File: src/hw/rtl/bwg_queue.sv
// Small register queue with slot reservation, so that a fixed-latency
// pipeline in front of it never overruns it. Depends on nothing.
module bwg_queue #(
  parameter int unsigned W     = 8,
  parameter int unsigned DEPTH = 8
) (
  input  logic         clk,
  input  logic         rst,
  input  logic         reserve,
  output logic         full,
  input  logic         wr_en,
  input  logic [W-1:0] wr_data,
  input  logic         rd_en,
  output logic [W-1:0] rd_data,
  output logic         empty
);

  localparam int unsigned AW = (DEPTH > 1) ? $clog2(DEPTH) : 1;
  localparam int unsigned CW = $clog2(DEPTH + 1);

  logic [W-1:0]  mem [DEPTH];
  logic [AW-1:0] wr_ptr;
  logic [AW-1:0] rd_ptr;
  logic [CW-1:0] occ;
  logic [CW-1:0] slots;
  logic          rd_fire;

  assign rd_fire = rd_en && !empty;
  assign empty   = (occ == '0);
  assign full    = (slots == CW'(DEPTH));
  assign rd_data = mem[rd_ptr];

  always_ff @(posedge clk) begin
    if (wr_en) begin
      mem[wr_ptr] <= wr_data;
    end
  end

  always_ff @(posedge clk) begin
    if (rst) begin
      wr_ptr <= '0;
      rd_ptr <= '0;
      occ    <= '0;
      slots  <= '0;
    end else begin
      if (wr_en) begin
        wr_ptr <= (wr_ptr == AW'(DEPTH - 1)) ? '0 : wr_ptr + 1'b1;
      end
      if (rd_fire) begin
        rd_ptr <= (rd_ptr == AW'(DEPTH - 1)) ? '0 : rd_ptr + 1'b1;
      end
      occ   <= occ + CW'(wr_en) - CW'(rd_fire);
      slots <= slots + CW'(reserve) - CW'(rd_fire);
    end
  end

endmodule

File: config.mk
export PLATFORM = sky130hd
export DESIGN_NAME = bwg_queue
export DESIGN_NICKNAME = d
export VERILOG_FILES = /design/src/hw/rtl/bwg_queue.sv
export SDC_FILE = /design/constraint.sdc
export NUM_CORES = 1
export LEC_CHECK = 0
export ABC_AREA = 1
export BUFFER_PORTS_ARGS = -buffer_cell sky130_fd_sc_hd__buf_2
export CORE_MARGIN = 2
export CORE_UTILIZATION = 30
export DETAILED_ROUTE_END_ITERATION = 8
export GPL_TIMING_DRIVEN = 0
export SETUP_SLACK_MARGIN = 0.5
export SLEW_MARGIN = 10
export SYNTH_ARGS = -nofsm -noshare
export SYNTH_HDL_FRONTEND = slang
export SYNTH_SLANG_ARGS = --single-unit
File: constraint.sdc
create_clock -name clk -period 2.7 [get_ports clk]
set_input_delay 0.135 -clock clk [delete_from_list [all_inputs] [get_ports clk]]
set_output_delay 0.135 -clock clk [all_outputs]
set_load 0.005 [all_outputs]
==> flow_summary.yaml <==
global_routing:
  gr-usage-all-layers_pct: 12.96
  antenna_found_initial: 1
  grt_max_degree: 15
  grt_pass1_wl_mm: 12.72
  grt_pass1_vias: 2515
  overflow: 0
clocking:
  cts_buffer_depth: 2
  holdBufCountCts: 0
  clock_latency_ps: 340
  root_buffer: "clkbuf_16"
  h-tree-depth: 3
  clkTransAtPathRegs_ps: 60
  cts_sinks: 81
  cts_tree: "yes"
  cts_made_buffers: 9
placement:
  io_buffers: 21
  dp_hpwl_mm: 5.071
  dp.cells: 583
  gp_congestion: 0.7618
timing:
  worst_slew_pin_slew_ps: 1023
  maxSlewHeadroom_pct: 31.56
  tns_ps: 0
  rsz0062_at_grt: "no"
  min_period_over_period_pct: 74.57
  fmax_mhz: 496.7
  drv_slew: 0
  setup_viol: 0
  finalHoldViolCount: 0
  period_minus_slack_ps: 2013
  skew_ps: 6.216
logic_synthesis:
  synth-adder-area-share_pct: 5.716
  synth_compound_area_share_pct: 1.595
  synth_xor_area_share_pct: 0.4653
  yosys.area_share.simple_pct: 20.11
  synth-seq-area-share_pct: 60.09
  synth_area_per_cell_um2: 9.555
  synth_mux_area_share_pct: 0
  synth_nets: 423
  netlist_area_mm2: 0.003765
  synth_top_family_by_area: "simple AND/OR/NAND/NOR gates"
  synth_seq_cells: 81
  postSynthCellCount: 394
  synth_cell_types: 21
  yosysWarnings: 0
die:
  die_h_um: 116.0
  coreArea_mm2: 0.01211
  ios: 23
  die_w_um: 116.0
  fp-row-count: 40
  die_area_mm2: 0.01346
  start_util_pct: 31.08
power_and_ir_drop:
  vdd_drop_max_v: 0.0006100
  leakagePower_nw: 2.069
  powerDensity_mw_per_mm2: 936.9
drt:
  num_vias: 2516
  wl_per_cell_um: 13.04
  ant_nets: 0
  drt_iter0_markers: 105
  wirelength_mm: 7.824
  drtPass1Iterations: 5
  viasPerCell: 4.193
  drc: 0
worst_setup_path:
  required_ps: 2930
  worstSetupPathType: "flop to flop"
  crit_path_end_kind: "flop"
  start_kind: "flop"
  arrival_ps: 2240
  cp_max_fo: 2
finish:
  drive_gt1_share_pct: 15.74
  final_nets: 456
  syn_to_final_growth_pct: 18.38
  final_cells: 600
  n_antenna_cell: 0
job:
  max_cap_viol_count: 0
run_status:
  status: "completed"
min_path:
  hp-class: "input pin to flop"
routing by layer:
| metal | GRT usage, % | vias up | wire length [um] |
|---|---|---|---|
| met1 | 15.78 | 1150 | 3435 |
| met3 | 4.759 | 19 | 546 |
| met4 | 5.159 | 0 | 172 |
| li1 | - | 1284 | - |
| met2 | 20.97 | 63 | 3670 |
| met5 | 0 | - | 0 |
layout make-up:
cell class	count	area, um2
Inverter	91	344.1
Clock inverter	5	103.9
Multi-Input combinational cell	210	1072
Sequential cell	81	2262
Tap cell	168	210.2
Fill cell	1226	7655
Buffer	12	108.9
Timing Repair Buffer	22	112.6
Clock buffer	11	242.7
path summary, 6_finish.rpt:
kind	to	slack, ps	from	cells after the start
setup reg to reg	slots[1]	690	occ[2]	11
hold / removal	slots[1]	60	rst	2
hold reg to reg	flop	530	rd_ptr[1]	2
setup / recovery	slots[1]	690	occ[2]	11
logic make-up after synthesis:
kind of cell / count (synthesis)
simple gates: 180
xor+xnor: 2
flops: 81
buf+inv: 103
fa+ha+maj: 16
compound gates: 12
synth_stat cells, drive strengths merged:
master | number | area (um2)
or2 | 2 | 12.51
nor3 | 1 | 5.000
nand2 | 115 | 456.7
o21ai | 2 | 10.01
xnor2 | 1 | 8.760
ha | 14 | 175.2
nor2 | 22 | 82.58
inv | 91 | 344.1
nand3 | 40 | 200.2
fa | 2 | 40.04
dfxtp | 17 | 340.3
edfxtp | 64 | 1922
xor2 | 1 | 8.760
a21oi | 10 | 50.05
buf | 12 | 108.8
state kept, by name, indices dropped and copies added (netlist names), named ones only:
name,flops
slots,4
rd_ptr,3
mem,64
wr_ptr,3
occ,4
stage by stage:
| step | setup slack (ps) | power [mW] | util, % | instance area, um2 | hold WS, ps |
|---|---|---|---|---|---|
| CTS | 513.8 | 4.174 | 36.59 | 4432 | 55.01 |
| global route | 529.0 | 4.469 | 36.80 | 4457 | 65.87 |
| global placement | 524.8 | 2.713 | 33.69 | 4080 | 402.9 |
| finish | 686.7 | 4.175 | 36.80 | 4457 | 58.76 |
| floorplan | 687.6 | 2.388 | - | 3765 | 233.9 |
| detailed placement | 449.5 | 2.760 | 33.69 | 4080 | 412.9 |
repair_timing:
item / CTS / global route
gates resized for setup: 1 / 5
setup buffers: 0 / 1
pin swaps: 0 / 1
setup endpoints to repair: 2 / 3
report_power, final:
part	switching (mW)	internal, mW	total, mW
Clock	0.470	0.928	1.40
Combinational	0.763	0.516	1.28
Sequential	0.0421	1.46	1.50
cell usage in the layout (no fill, tap or decap), drive strengths merged:
| cell | netlist | layout |
|---|---|---|
| a21oi | 10 | 10 |
| buf | 12 | 34 |
| bufinv | 0 | 3 |
| clkbuf | 0 | 11 |
| clkinv | 0 | 2 |
| dfxtp | 17 | 17 |
| edfxtp | 64 | 64 |
| fa | 2 | 2 |
| ha | 14 | 14 |
| inv | 91 | 91 |
| nand2 | 115 | 115 |
| nand3 | 40 | 40 |
| nor2 | 22 | 22 |
| nor3 | 1 | 1 |
| o21ai | 2 | 2 |
| or2 | 2 | 2 |
| xnor2 | 1 | 1 |
| xor2 | 1 | 1 |
worst max-delay path, stage by stage, from the launching register on:
cell and delay (ps):
dfxtp_1 300, inv_1 60, ha_2 200, nand3_4 80, inv_1 60, nor2_2 130
ha_1 240, inv_1 60, ha_2 170, inv_1 60, fa_2 520, nor2_1 40
No activity file was read; power rests on OpenSTA's default activity.
