[src/hw/rtl/bwg_pkg.sv]
// Shared types and constants for the B-spline weight and gradient block.
// Standalone package; used by every module under hw/rtl except bwg_queue.
package bwg_pkg;

  // Port widths
  localparam int unsigned POS_W    = 17;
  localparam int unsigned CELL_W   = 16;
  localparam int unsigned WEIGHT_W = 17;
  localparam int unsigned GRAD_W   = 23;

  // Spline values and derivative magnitudes never exceed 1.0 in Q.16
  localparam int unsigned N_W    = 17;
  localparam int unsigned PROD_W = 2 * N_W - 1;

  // Q.16 constants
  localparam int unsigned HALF_Q16    = 32768;
  localparam int unsigned THREEQ_Q16  = 49152;
  localparam int unsigned ONEHALF_Q16 = 98304;
  localparam int unsigned TWO_Q16     = 131072;

  // Gradient saturation limits
  localparam int unsigned GRAD_POS_MAX = (1 << (GRAD_W - 1)) - 1;
  localparam int unsigned GRAD_NEG_MAG = (1 << (GRAD_W - 1));

  // Reciprocal shift for division by constants
  localparam int unsigned RECIP_SH = 32;

  localparam int unsigned GRID_DIMS_DEF = 32;

  // Pipeline depths and queue sizes
  localparam int unsigned FE_LAT   = 9;
  localparam int unsigned BE_LAT   = 3;
  localparam int unsigned MQ_DEPTH = 16;
  localparam int unsigned OQ_DEPTH = 8;

  typedef struct packed {
    logic [N_W-1:0] n;
    logic [N_W-1:0] dmag;
    logic           dneg;
  } axis_t;

  // Request handed from the front pipeline to the back pipeline
  typedef struct packed {
    axis_t [2:0] ax;
    logic        too_far;
  } mid_t;

  typedef struct packed {
    logic [WEIGHT_W-1:0]      weight;
    logic signed [GRAD_W-1:0] grad_x;
    logic signed [GRAD_W-1:0] grad_y;
    logic signed [GRAD_W-1:0] grad_z;
    logic                     too_far;
  } res_t;

endpackage

[src/hw/rtl/bwg_back.sv]
// Back pipeline: forms the weight and gradient products, scales and
// saturates the gradient. Depends on bwg_pkg.
module bwg_back #(
  parameter int unsigned GRID_DIMS = bwg_pkg::GRID_DIMS_DEF
) (
  input  logic          clk,
  input  logic          rst,
  input  logic          in_valid,
  input  bwg_pkg::mid_t in_item,
  output logic          out_valid,
  output bwg_pkg::res_t out_item
);
  import bwg_pkg::*;

  localparam int unsigned GM_W = N_W + $clog2(GRID_DIMS + 1);
  localparam int unsigned MW   = (GM_W > GRAD_W) ? GM_W : GRAD_W;

  logic [BE_LAT-1:0] vld;

  logic [PROD_W-1:0] pxy1;
  logic [PROD_W-1:0] pdxy1;
  logic [PROD_W-1:0] pxdy1;
  logic [N_W-1:0]    nz1;
  logic [N_W-1:0]    dz1;
  logic [2:0]        dneg1;
  logic              far1;

  logic [PROD_W-1:0] w2;
  logic [PROD_W-1:0] gx2;
  logic [PROD_W-1:0] gy2;
  logic [PROD_W-1:0] gz2;
  logic [2:0]        dneg2;
  logic              far2;

  function automatic logic signed [GRAD_W-1:0] grad_scale(input logic [N_W-1:0] mag,
                                                          input logic neg);
    logic [MW-1:0] m;
    m = MW'(mag) * MW'(GRID_DIMS);
    if (neg) begin
      if (m > MW'(GRAD_NEG_MAG)) begin
        m = MW'(GRAD_NEG_MAG);
      end
      return GRAD_W'(MW'(0) - m);
    end
    if (m > MW'(GRAD_POS_MAX)) begin
      m = MW'(GRAD_POS_MAX);
    end
    return GRAD_W'(m);
  endfunction

  assign out_valid = vld[BE_LAT-1];

  always_ff @(posedge clk) begin
    if (rst) begin
      vld <= '0;
    end else begin
      vld <= {vld[BE_LAT-2:0], in_valid};
    end
  end

  always_ff @(posedge clk) begin
    pxy1  <= PROD_W'(in_item.ax[0].n) * PROD_W'(in_item.ax[1].n);
    pdxy1 <= PROD_W'(in_item.ax[0].dmag) * PROD_W'(in_item.ax[1].n);
    pxdy1 <= PROD_W'(in_item.ax[0].n) * PROD_W'(in_item.ax[1].dmag);
    nz1   <= in_item.ax[2].n;
    dz1   <= in_item.ax[2].dmag;
    dneg1 <= {in_item.ax[2].dneg, in_item.ax[1].dneg, in_item.ax[0].dneg};
    far1  <= in_item.too_far;

    w2    <= PROD_W'(pxy1[PROD_W-1:16]) * PROD_W'(nz1);
    gx2   <= PROD_W'(pdxy1[PROD_W-1:16]) * PROD_W'(nz1);
    gy2   <= PROD_W'(pxdy1[PROD_W-1:16]) * PROD_W'(nz1);
    gz2   <= PROD_W'(pxy1[PROD_W-1:16]) * PROD_W'(dz1);
    dneg2 <= dneg1;
    far2  <= far1;

    out_item.weight  <= WEIGHT_W'(w2[PROD_W-1:16]);
    out_item.grad_x  <= grad_scale(N_W'(gx2[PROD_W-1:16]), dneg2[0]);
    out_item.grad_y  <= grad_scale(N_W'(gy2[PROD_W-1:16]), dneg2[1]);
    out_item.grad_z  <= grad_scale(N_W'(gz2[PROD_W-1:16]), dneg2[2]);
    out_item.too_far <= far2;
  end

endmodule

[config.mk]
export PLATFORM = sky130hd
export DESIGN_NAME = bwg_back
export DESIGN_NICKNAME = d
export VERILOG_FILES = /design/src/hw/rtl/bwg_pkg.sv /design/src/hw/rtl/bwg_back.sv
export SDC_FILE = /design/constraint.sdc
export NUM_CORES = 2
export LEC_CHECK = 0
export BUFFER_PORTS_ARGS = -buffer_cell sky130_fd_sc_hd__buf_2
export CORE_AREA = 2 2 438 526
export DETAILED_ROUTE_END_ITERATION = 7
export DIE_AREA = 0 0 440 528
export SYNTH_ARGS = -nofsm -noshare
export SYNTH_HDL_FRONTEND = slang
export SYNTH_SLANG_ARGS = --single-unit
[constraint.sdc]
create_clock -name clk -period 15.1 [get_ports clk]
set_clock_uncertainty 0.2 [all_clocks]
set_input_delay 2.265 -clock clk [delete_from_list [all_inputs] [get_ports clk]]
set_output_delay 2.265 -clock clk [all_outputs]
set_load 0.02 [all_outputs]
==> results by group <==
Yosys
  • Post-synthesis adder-cell area fraction: about 60%
  • Syn Std Cell Area: ~68000 um2
  • Register area share after synthesis: between 6 and 7%
  • Post-synthesis compound-gate area fraction: under 10%
  • Simple-gate share of the synthesized area: approximately 16%
  • Number of synthesized flops with an enable pin: 0
  • FF+latch count, synth: ~240
  • Ranking of synthesized cells by area: fa_1 46%, ha_1 13%, inv_1 10%
  • XOR/XNOR Fraction of Synth Area: roughly 2.4%
  • Yosys Warn Count: 0
  • Unique masters post-synth: 65
  • Main combinational cell family by area after synthesis: adder cells
  • Syn avg cell area: between 9 and 10 um2
  • Synth area leader: fa_1
  • Fraction of registers with async set/reset: 0%
  • Synth top area share: ~46%
  • Post-synthesis mux area share: 0%
  • Cell count after synthesis: approximately 7500
  • Most used DFF post-synth: dfxtp_1

Die
  • Core area: about 230000 um2
  • Die width: between 400 and 500 um
  • DIE HEIGHT: roughly 530 um
  • Std cell rows: between 150 and 200
  • Starting Density: roughly 30%
  • Ports: 197
  • Full die area: 232000 um2

GRT
  • All-Layer GR Usage: between 15 and 20%
  • First-pass GRT wire length: roughly 290000 um
  • Largest net degree at the start of global routing: 52
  • Grt ovf: 0
  • Vias in the first global route: 54300
  • Initial antenna violation count: 20

Drt
  • Drt pass-1 iters: 6
  • Vias: 48500
  • ANT nets after route: 0
  • Via density: approximately 4.6
  • 1st-iter DRT viols: roughly 2100
  • WL per Instance: 16.9 um
  • Routed wire length: 178000 um
  • DRC viols: 0

Cells and area
  • Share of cells above drive strength 1: between 4 and 5%
  • Commonest non-fill, non-tap cells in the layout: 1870 x inv_1, 1547 x fa_1, 1244 x nand2_1
  • Commonest non-fill, non-tap cell in the layout: inv_1
  • Fillers: about 24000
  • Layout Nets: approximately 9800
  • Area growth syn-to-layout: 7.20%

Clock tree
  • CTS Buffer Depth: 3
  • Clock root buffer: clkbuf_16
  • Clk_lat worst skew: about 0.6 ns
  • CTS tree: yes
  • # resized after CTS: 0
  • Clock transition at the registers of the reported paths: roughly 0.060 ns
  • Clk sinks: approximately 240
  • Hold bufs inserted after CTS: 0
  • Number of buffers created by CTS: 34
  • H-tree depth: 2
  • Postcts setup bufs: 0

Timing
  • F_max: around 0.12 GHz
  • Hold Fails Final Rpt: 0
  • Tcrit/Tclk final: 56.5%
  • Final setup vio count: 0
  • RSZ-0062 raised after global routing: no
  • Min Tclk post-route: approximately 8.5 ns
  • Slew margin rel.: 19.4%
  • Setup TNS Final: 0 ns
  • Max-slew violations: 0
  • Worst Max-Slew Pin Slew: approximately 1.2 ns

Setup path
  • Data arrival, critical path: between 8 and 9 ns
  • Kind of critical path: in2reg
  • R2R Path Start: nz1[8]
  • CP Cell Sequence: buf_2 -> nand2_1 -> fa_1 -> fa_1 -> inv_1 -> fa_1 -> fa_1 -> fa_1 -> inv_1 -> fa_1 -> inv_1 -> ha_1 -> a21oi_1 -> nand2_1 -> nor2_1 -> o211ai_1 -> a221oi_2 -> nor3_1 -> nor2_1 -> nor2_1 -> a2111oi_0 -> xnor2_1
  • R2R cell count: 22
  • FF-to-FF setup slack: ~7.4 ns
  • Max FO, Critical Path: 34
  • Worst path required time: approximately 15 ns
  • R2r endpoint: gx2[32]
  • Crit-path slowest cell: a221oi_2
  • Startpoint class of the critical path: input pin
  • Element type at the critical path end: register
  • Max incr delay on CP: around 0.62 ns
  • Most used cell, CP: fa_1

Hold path
  • Hold Crit Class: reg2reg
  • WHS Endpoint: dneg2[2]
  • Worst Hold Depth: 0
  • Hold_sp: dneg1[2]

Placement
  • Hpwl dp: 133000 um
  • I/O Buffers: 181
  • GP Congestion: approximately 0.85

Run status
  • Status: complete, no violations

Flow run
  • Number of max-cap violations: 0
[cell families (layout without fill, tap and decap cells)]
kind of cell,after synthesis,after routing
flops,236,236
xor+xnor,187,187
buf+inv,2219,2163
compound gates,317,317
fa+ha+maj,2264,2264
simple gates,2311,2311
other cells,1,24
[registers in the layout (all words and copies together) (netlist names), 3 cells and up]
signal / cells
out_item: 72
dz1: 17
gx2: 17
gy2: 17
gz2: 17
nz1: 17
pdxy1: 17
pxdy1: 17
pxy1: 17
w2: 17
dneg1: 3
dneg2: 3
vld: 3
[critical path: cells and delay by family]
family | cells | cell delay (ns)
adders and majority gates | 7 | 3.40
AOI/OAI and AO/OA | 4 | 1.47
buffers and inverters | 4 | 0.77
and+or+nand+nor | 6 | 0.73
xor gates and xnor gates | 1 | 0.14
[stage by stage]
stage / area (um2) / setup slack [ns] / hold WS [ns] / cells / util, %
detailed placement: 71600 / 5.93 / 0.112 / 10400 / 31.5
global route: 72700 / 6.12 / 0.134 / 10500 / 32.0
floorplan: 67900 / 6.96 / 0.110 / 7549 / -
CTS: 72700 / 6.60 / 0.125 / 10500 / 32.0
global placement: 71600 / 5.90 / 0.113 / 10400 / 31.5
finish: 72700 / 6.57 / 0.124 / 10500 / 32.0
[cells in the mapped netlist, types with 7 or more instances]
cell,count
o21bai_1,14
a31oi_1,9
a21oi_1,108
inv_1,1870
nand4_1,13
nand2b_1,22
xor2_1,38
dfxtp_1,236
fa_1,1547
nor2_1,76
buf_4,15
nand2_1,1244
and2_1,828
clkbuf_1,333
nor3_1,18
nor2b_1,27
o21ai_0,61
nand3_1,28
o31ai_1,13
or3_1,8
and3_1,22
ha_1,717
a211oi_1,7
o31a_1,7
a21o_1,44
xnor2_1,149
o21a_1,13
[worst max path at each step]
stage / cells past startpoint / slack (ns) / from / to
after detailed placement: 22 / 5.93 / in_item[34] / pxy1[32]
final: 22 / 6.57 / in_item[34] / pxy1[32]
after CTS: 22 / 6.60 / in_item[34] / pxy1[32]
after global placement: 24 / 5.90 / in_item[26] / pxy1[32]
after global routing: 24 / 6.12 / in_item[62] / pxy1[32]
after floorplan: 22 / 6.96 / in_item[26] / pxdy1[29]
[cell type report]
type	instances	area, um2	share of cell area (%)
Antenna cell	9	22.5	0.0310
Tap cell	3007	3760	5.17
Clock inverter	18	168	0.231
Clock buffer	41	918	1.26
Inverter	1870	7020	9.65
Sequential cell	236	4750	6.53
Timing Repair Buffer	234	1300	1.79
Multi-Input combinational cell	5094	54800	75.3
[routing by layer]
layer | track usage [%] | routed length [um]
met5 | 0 | 109
met4 | 5.17 | 5680
met3 | 1.68 | 8560
met2 | 27.8 | 89500
met1 | 19.8 | 74200
Power is not shown: default switching activity piles up to over one toggle a cycle in this logic, so the estimate is an artifact.
