--- src/hw/rtl/bwg_pkg.sv ---
// Shared types and constants for the B-spline weight and gradient block.
// Standalone package; used by every module under hw/rtl except bwg_queue.
package bwg_pkg;

  // Port widths
  localparam int unsigned POS_W    = 17;
  localparam int unsigned CELL_W   = 16;
  localparam int unsigned WEIGHT_W = 17;
  localparam int unsigned GRAD_W   = 23;

  // Spline values and derivative magnitudes never exceed 1.0 in Q.16
  localparam int unsigned N_W    = 17;
  localparam int unsigned PROD_W = 2 * N_W - 1;

  // Q.16 constants
  localparam int unsigned HALF_Q16    = 32768;
  localparam int unsigned THREEQ_Q16  = 49152;
  localparam int unsigned ONEHALF_Q16 = 98304;
  localparam int unsigned TWO_Q16     = 131072;

  // Gradient saturation limits
  localparam int unsigned GRAD_POS_MAX = (1 << (GRAD_W - 1)) - 1;
  localparam int unsigned GRAD_NEG_MAG = (1 << (GRAD_W - 1));

  // Reciprocal shift for division by constants
  localparam int unsigned RECIP_SH = 32;

  localparam int unsigned GRID_DIMS_DEF = 32;

  // Pipeline depths and queue sizes
  localparam int unsigned FE_LAT   = 9;
  localparam int unsigned BE_LAT   = 3;
  localparam int unsigned MQ_DEPTH = 16;
  localparam int unsigned OQ_DEPTH = 8;

  typedef struct packed {
    logic [N_W-1:0] n;
    logic [N_W-1:0] dmag;
    logic           dneg;
  } axis_t;

  // Request handed from the front pipeline to the back pipeline
  typedef struct packed {
    axis_t [2:0] ax;
    logic        too_far;
  } mid_t;

  typedef struct packed {
    logic [WEIGHT_W-1:0]      weight;
    logic signed [GRAD_W-1:0] grad_x;
    logic signed [GRAD_W-1:0] grad_y;
    logic signed [GRAD_W-1:0] grad_z;
    logic                     too_far;
  } res_t;

endpackage

--- src/hw/rtl/bwg_front.sv ---
// Front pipeline: splits the cell index into coordinates and evaluates the
// spline and its derivative per axis. Depends on bwg_pkg.
module bwg_front #(
  parameter int unsigned GRID_DIMS = bwg_pkg::GRID_DIMS_DEF
) (
  input  logic                       clk,
  input  logic                       rst,
  input  logic                       in_valid,
  input  logic [bwg_pkg::POS_W-1:0]  pos_x,
  input  logic [bwg_pkg::POS_W-1:0]  pos_y,
  input  logic [bwg_pkg::POS_W-1:0]  pos_z,
  input  logic [bwg_pkg::CELL_W-1:0] cell_index,
  output logic                       out_valid,
  output bwg_pkg::mid_t              out_item
);
  import bwg_pkg::*;

  localparam int unsigned DIM    = GRID_DIMS + 3;
  localparam int unsigned DIM2   = DIM * DIM;
  localparam int unsigned CZ_MAX = ((1 << CELL_W) - 1) / DIM2;
  localparam int unsigned CZ_W   = (CZ_MAX < 1) ? 1 : $clog2(CZ_MAX + 1);
  localparam int unsigned CXY_W  = $clog2(DIM);
  localparam int unsigned CW     = (CZ_W > CXY_W) ? CZ_W : CXY_W;
  localparam int unsigned RZ_W   = $clog2(2 * DIM2);
  localparam int unsigned REMZ_W = $clog2(DIM2);
  localparam int unsigned RY_W   = $clog2(2 * DIM);
  localparam longint unsigned MZ = (64'd1 << RECIP_SH) / DIM2;
  localparam longint unsigned MY = (64'd1 << RECIP_SH) / DIM;
  localparam int unsigned PZ_W   = RECIP_SH + CZ_W;
  localparam int unsigned PY_W   = RECIP_SH + CXY_W;
  localparam int unsigned PG_W   = POS_W + $clog2(GRID_DIMS + 1);
  localparam int unsigned CS_W   = CW + 16;
  localparam int unsigned DW     = ((PG_W > CS_W) ? PG_W : CS_W) + 1;

  localparam logic [1:0] RGN_INNER = 2'd0;
  localparam logic [1:0] RGN_OUTER = 2'd1;
  localparam logic [1:0] RGN_ZERO  = 2'd2;

  logic [FE_LAT-1:0] vld;

  // Stage 1..6: coordinate decode
  logic [POS_W-1:0]  pos1 [3];
  logic [POS_W-1:0]  pos2 [3];
  logic [POS_W-1:0]  pos3 [3];
  logic [POS_W-1:0]  pos4 [3];
  logic [POS_W-1:0]  pos5 [3];
  logic [POS_W-1:0]  pos6 [3];
  logic [CELL_W-1:0] c1;
  logic [PZ_W-1:0]   pz1;
  logic [63:0]       pz_full;
  logic [CZ_W-1:0]   qz2;
  logic [RZ_W-1:0]   rz2;
  logic [31:0]       rz_full;
  logic [CZ_W-1:0]   cz_c;
  logic [REMZ_W-1:0] remz_c;
  logic [CZ_W-1:0]   cz3;
  logic [REMZ_W-1:0] remz3;
  logic [CZ_W-1:0]   cz4;
  logic [REMZ_W-1:0] remz4;
  logic [PY_W-1:0]   py4;
  logic [63:0]       py_full;
  logic [CZ_W-1:0]   cz5;
  logic [CXY_W-1:0]  qy5;
  logic [RY_W-1:0]   ry5;
  logic [31:0]       ry_full;
  logic [CXY_W-1:0]  cy_c;
  logic [CXY_W-1:0]  cx_c;
  logic [CW-1:0]     coord6 [3];

  // Stage 7..9: spline evaluation
  logic [PG_W-1:0]      posp [3];
  logic [CS_W-1:0]      negp [3];
  logic signed [DW-1:0] d_c  [3];
  logic signed [DW-1:0] d7   [3];
  logic [DW-1:0]        a_c  [3];
  logic [N_W-1:0]       t_c  [3];
  logic [1:0]           rgn_c [3];
  logic [N_W-1:0]       s_c  [3];
  logic [N_W-1:0]       dm_c [3];
  logic [2:0]           dneg_c;
  logic [2:0]           far_c;
  logic [N_W-1:0]       s8   [3];
  logic [1:0]           rgn8 [3];
  logic [N_W-1:0]       dm8  [3];
  logic [2:0]           dneg8;
  logic [2:0]           far8;
  logic [2*N_W-1:0]     sq_c [3];
  logic [N_W-1:0]       n_c  [3];

  assign out_valid = vld[FE_LAT-1];

  always_ff @(posedge clk) begin
    if (rst) begin
      vld <= '0;
    end else begin
      vld <= {vld[FE_LAT-2:0], in_valid};
    end
  end

  // Division by constants: multiply by reciprocal, then one correction step
  assign pz_full = 64'(cell_index) * MZ;
  assign rz_full = 32'(c1) - 32'(pz1[RECIP_SH +: CZ_W]) * 32'(DIM2);
  assign py_full = 64'(remz3) * MY;
  assign ry_full = 32'(remz4) - 32'(py4[RECIP_SH +: CXY_W]) * 32'(DIM);

  always_comb begin
    if (rz2 >= RZ_W'(DIM2)) begin
      cz_c   = qz2 + 1'b1;
      remz_c = REMZ_W'(rz2 - RZ_W'(DIM2));
    end else begin
      cz_c   = qz2;
      remz_c = REMZ_W'(rz2);
    end
    if (ry5 >= RY_W'(DIM)) begin
      cy_c = qy5 + 1'b1;
      cx_c = CXY_W'(ry5 - RY_W'(DIM));
    end else begin
      cy_c = qy5;
      cx_c = CXY_W'(ry5);
    end
  end

  always_comb begin
    for (int i = 0; i < 3; i++) begin
      posp[i] = PG_W'(pos6[i]) * PG_W'(GRID_DIMS) + PG_W'(HALF_Q16);
      negp[i] = {coord6[i], 16'b0};
      d_c[i]  = $signed(DW'(posp[i])) - $signed(DW'(negp[i]));

      a_c[i]    = d7[i][DW-1] ? DW'(-d7[i]) : DW'(d7[i]);
      t_c[i]    = N_W'(DW'(ONEHALF_Q16) - a_c[i]);
      far_c[i]  = a_c[i] > DW'(TWO_Q16);
      if (a_c[i] < DW'(HALF_Q16)) begin
        rgn_c[i] = RGN_INNER;
        s_c[i]   = N_W'(a_c[i]);
        dm_c[i]  = N_W'({a_c[i], 1'b0});
      end else if (a_c[i] < DW'(ONEHALF_Q16)) begin
        rgn_c[i] = RGN_OUTER;
        s_c[i]   = t_c[i];
        dm_c[i]  = t_c[i];
      end else begin
        rgn_c[i] = RGN_ZERO;
        s_c[i]   = '0;
        dm_c[i]  = '0;
      end
      // derivative points against d; zero where the derivative is zero
      dneg_c[i] = !d7[i][DW-1] && (d7[i] != '0) && (rgn_c[i] != RGN_ZERO);

      sq_c[i] = (2*N_W)'(s8[i]) * (2*N_W)'(s8[i]);
      unique case (rgn8[i])
        RGN_INNER: n_c[i] = N_W'(THREEQ_Q16) - N_W'(sq_c[i] >> 16);
        RGN_OUTER: n_c[i] = N_W'(sq_c[i] >> 17);
        default:   n_c[i] = '0;
      endcase
    end
  end

  always_ff @(posedge clk) begin
    pos1   <= '{pos_x, pos_y, pos_z};
    c1     <= cell_index;
    pz1    <= pz_full[PZ_W-1:0];

    pos2   <= pos1;
    qz2    <= pz1[RECIP_SH +: CZ_W];
    rz2    <= rz_full[RZ_W-1:0];

    pos3   <= pos2;
    cz3    <= cz_c;
    remz3  <= remz_c;

    pos4   <= pos3;
    cz4    <= cz3;
    remz4  <= remz3;
    py4    <= py_full[PY_W-1:0];

    pos5   <= pos4;
    cz5    <= cz4;
    qy5    <= py4[RECIP_SH +: CXY_W];
    ry5    <= ry_full[RY_W-1:0];

    pos6      <= pos5;
    coord6[0] <= CW'(cx_c);
    coord6[1] <= CW'(cy_c);
    coord6[2] <= CW'(cz5);

    d7 <= d_c;

    s8    <= s_c;
    rgn8  <= rgn_c;
    dm8   <= dm_c;
    dneg8 <= dneg_c;
    far8  <= far_c;

    for (int i = 0; i < 3; i++) begin
      out_item.ax[i].n    <= n_c[i];
      out_item.ax[i].dmag <= dm8[i];
      out_item.ax[i].dneg <= dneg8[i];
    end
    out_item.too_far <= |far8;
  end

endmodule

--- config.mk ---
export PLATFORM = sky130hd
export DESIGN_NAME = bwg_front
export DESIGN_NICKNAME = d
export VERILOG_FILES = /design/src/hw/rtl/bwg_pkg.sv /design/src/hw/rtl/bwg_front.sv
export SDC_FILE = /design/constraint.sdc
export NUM_CORES = 2
export LEC_CHECK = 0
export BUFFER_PORTS_ARGS = -buffer_cell sky130_fd_sc_hd__buf_2
export CAP_MARGIN = 30
export CORE_UTILIZATION = 25
export CTS_CLUSTER_SIZE = 25
export DETAILED_ROUTE_END_ITERATION = 10
export PLACE_DENSITY_LB_ADDON = 0.15
export SYNTH_ARGS = -nofsm -noshare
export SYNTH_HDL_FRONTEND = slang
export SYNTH_SLANG_ARGS = --single-unit
--- constraint.sdc ---
create_clock -name clk -period 7.5 [get_ports clk]
set_clock_uncertainty 0.1 [all_clocks]
set_input_delay 0.375 -clock clk [delete_from_list [all_inputs] [get_ports clk]]
set_output_delay 0.375 -clock clk [all_outputs]
set_load 0.03 [all_outputs]
==> out/metrics.cfg <==
[die]
die_area_sq_um = 175000
num_io_pins = 177
core.rowCount = 152
die_width_um = 419
start_util_pct = 25.2
core_area_sq_um = 172000
dieHeight_um = 419

[worst_setup_path]
critPathMostFrequentCell = fa_1
reg2regPathDepth = 17
cp.arrival_ns = 7.58
crit_type = reg -> reg
worstPathMaxFanout = 13
cp_slowest_cell = o311ai_0
r2r_slack_ns = 0.39
r2r_start = s8[41]$_DFF_P_
crit_buf_inv = 1
slowest_delay_ns = 0.76
cp-end-kind = flop
required_ns = 7.96
cp_top_family = adder cells
startpoint_type = flop
cp.depth = 17
r2r-end = out_item[35]$_SDFF_PN0_
cp_cell_sequence = nand2_1 > fa_1 > fa_1 > fa_1 > fa_1 > inv_1 > fa_1 > ha_1 > ha_1 > o21a_1 > nand2_1 > o311ai_0 > xor2_1 > or4b_1 > or4b_4 > a211oi_1 > nor3b_1

[synthesis]
netlist_area_sq_um = 43400
synth.area.mux_share_pct = 0.608
synth_edf_count = 0
synth-compound-area-share_pct = 8.26
postSynthCellCount = 4255
synthAdderAreaFrac_pct = 38.0
ys_warn_count = 0
ys_types = 83
yosysSeqAreaShare_pct = 30.2
ys_async_sr_fraction_pct = 0
dominantRegCellSynth = dfxtp_1
synth-seq-cells = 656
synth-xor-area-share_pct = 5.53
yosys.area_share.simple_pct = 9.70
synth_top_family_by_area = adder cells
avgSynthCellArea_sq_um = 10.2

[placement]
hpwl_mm = 75.2
portBuffers = 161
gp_congestion = 0.787
dp_cells = 6667
post-place-ws_ns = 0.282

[routing]
routed-via-count = 27400
avgRoutedWirePerCell_um = 13.2
drt-pass1-iter-count = 4
avgViaCountPerCell = 3.99
drtIter0Drc = 747
drc_errors = 0
drtAntennaViolNets = 0
routed_wl_mm = 91.0

[sta]
post-route-period-util_pct = 94.8
finalMaxSlewViolations = 0
tns_ns = 0
worst_slack_ns = 0.390
whs_ns = 0.200
max_freq_mhz = 141
setup_viol = 0
hold_violations = 0
worstMarginPinSlew_ns = 0.884
slew_headroom_pct = 39.5
layout_min_cycle_time_ns = 7.11
rsz0062_at_grt = false

[global_route]
antenna_found_initial = 3
grt_pass1_wl_mm = 152
grt_pass1_vias = 29200
grt_use_total_pct = 10.8
overflow = 0
grt_max_degree = 29

[clock_network]
cts_num_sinks = 656
clk_path_buf_depth = 3
cts_tree = done
clk_latency_ns = 0.68
path_clk_slew_ns = 0.06
cts_max_level = 3
root_buffer = clkbuf_16
cts_buffers = 76

[cells_and_area]
nets = 5619
multi_input_area_sq_um = 27000
instances_no_fill = 6873
syn_to_final_growth_pct = 15.8
register_area_sq_um = 13100
layout_commonest_cell = inv_1
drive_gt1_share_pct = 7.80
n_fill_cell = 18000
final_cell_mix = inv_1, dfxtp_1, ha_1

[hold_path]
holdCritStartpoint = pos5[19]$_DFF_P_
min_path_cells = 0
min_path_type = reg -> reg
hold_end = pos6[19]$_DFF_P_

[power]
p_total_mw = 22.0
pwr_density_cell_nw_per_um2 = 439
ir_drop_uv = 650
leakage_nw = 24.2

[run_status]
status = completed

[flow_run]
cap_violations = 0

-- worst max-delay path by stage --
| stage | startpoint | endpoint | slack [ns] |
|---|---|---|---|
| final | s8[41]$_DFF_P_ | out_item[35]$_SDFF_PN0_ | 0.39 |
| after global routing | s8[41]$_DFF_P_ | out_item[35]$_SDFF_PN0_ | 0.01 |
| after CTS | s8[30]$_DFF_P_ | out_item[70]$_SDFF_PN0_ | 0.25 |
| after detailed placement | s8[30]$_DFF_P_ | out_item[70]$_SDFF_PN0_ | 0.28 |
| after global placement | s8[26]$_DFF_P_ | out_item[70]$_SDFF_PN0_ | 0.40 |
| after floorplan | s8[32]$_DFF_P_ | out_item[70]$_SDFF_PN0_ | 0.66 |
-- through the flow --
stage	area (sq um)	utilization (%)
after floorplan	43500	-
after global placement	46900	27.2
after detailed placement	46900	27.2
after CTS	50200	29.2
after global routing	50300	29.2
final	50300	29.2
-- report_power, final --
group / switching [mW] / internal, mW
registers: 0.515 / 4.15
logic: 7.37 / 6.13
clock network: 1.59 / 2.28
total: 9.48 / 12.6
-- Yosys cell counts, types with 14 or more instances --
library cell | instances | area (sq um)
inv_1 | 774 | 2910
dfxtp_1 | 656 | 13100
ha_1 | 596 | 7460
fa_1 | 451 | 9030
nand2_1 | 238 | 893
nor2_1 | 172 | 646
xnor2_1 | 168 | 1470
a21oi_1 | 124 | 621
and2_1 | 108 | 676
xor2_1 | 106 | 928
o21ai_0 | 103 | 515
clkbuf_1 | 70 | 263
nor3_1 | 63 | 315
nand3_1 | 52 | 260
a21o_1 | 42 | 315
a211oi_1 | 40 | 300
nor2b_1 | 39 | 244
o21a_1 | 32 | 240
nand2b_1 | 28 | 175
and3_1 | 27 | 169
or3_1 | 21 | 131
nand4_1 | 19 | 119
o31ai_1 | 19 | 143
o22ai_1 | 18 | 113
a21boi_0 | 17 | 128
nor4_1 | 17 | 106
buf_4 | 15 | 113
mux2i_1 | 14 | 140
o21bai_1 | 14 | 105
o41ai_1 | 14 | 123
-- routing by layer --
layer,up-vias,GRT usage [%],part of all wire [%]
li1,14300,-,-
met5,-,0,0
met3,92,1.39,2.7
met1,12800,14.1,48
met2,219,18.2,47
met4,0,3.51,2.1
-- cell families (layout without fill, tap and decap cells) --
| group | after synthesis | count (layout) |
|---|---|---|
| fa+ha+maj | 1047 | 1047 |
| compound gates | 540 | 540 |
| flops | 656 | 656 |
| mux | 25 | 25 |
| buf+inv | 869 | 1162 |
| simple gates | 843 | 843 |
| xor+xnor | 274 | 274 |
| other cells | 1 | 16 |
-- area by class of cell --
type / instances / share of cell area (%)
sequential: 656 / 26.1
clock buffer: 96 / 4.13
multi-input combinational: 2744 / 53.7
timing repair buffer: 247 / 3.22
antenna: 1 / 0.00498
tap: 2310 / 5.75
inverter: 777 / 5.80
clock inverter: 42 / 1.20
-- state kept, by name, indices dropped and copies added, names as in the netlist, 11 cells and up --
register / flops
out_item: 91
d7: 57
pos1: 51
pos2: 51
pos3: 51
pos4: 51
pos5: 51
pos6: 51
dm8: 36
s8: 36
coord6: 18
rz2: 12
c1: 11
remz3: 11
-- worst register-to-register path: stages, from the launching register on --
cell and delay [ns]:
dfxtp_1 0.65, nand2_1 0.22, fa_1 0.49, fa_1 0.57
fa_1 0.46, fa_1 0.54, inv_1 0.05, fa_1 0.48
ha_1 0.31, ha_1 0.37, o21a_1 0.16, nand2_1 0.09
o311ai_0 0.76, xor2_1 0.23, or4b_1 0.64, or4b_4 0.55
a211oi_1 0.24, nor3b_1 0.08
-- timing repair --
action	4_1_cts	5_1_grt
endpoints found under the hold margin	72	0
gates resized for setup	0	9
hold buffers	66	0
endpoints found under the setup margin	0	4
buffers inserted	0	0
(Power assumes the default switching activity.)
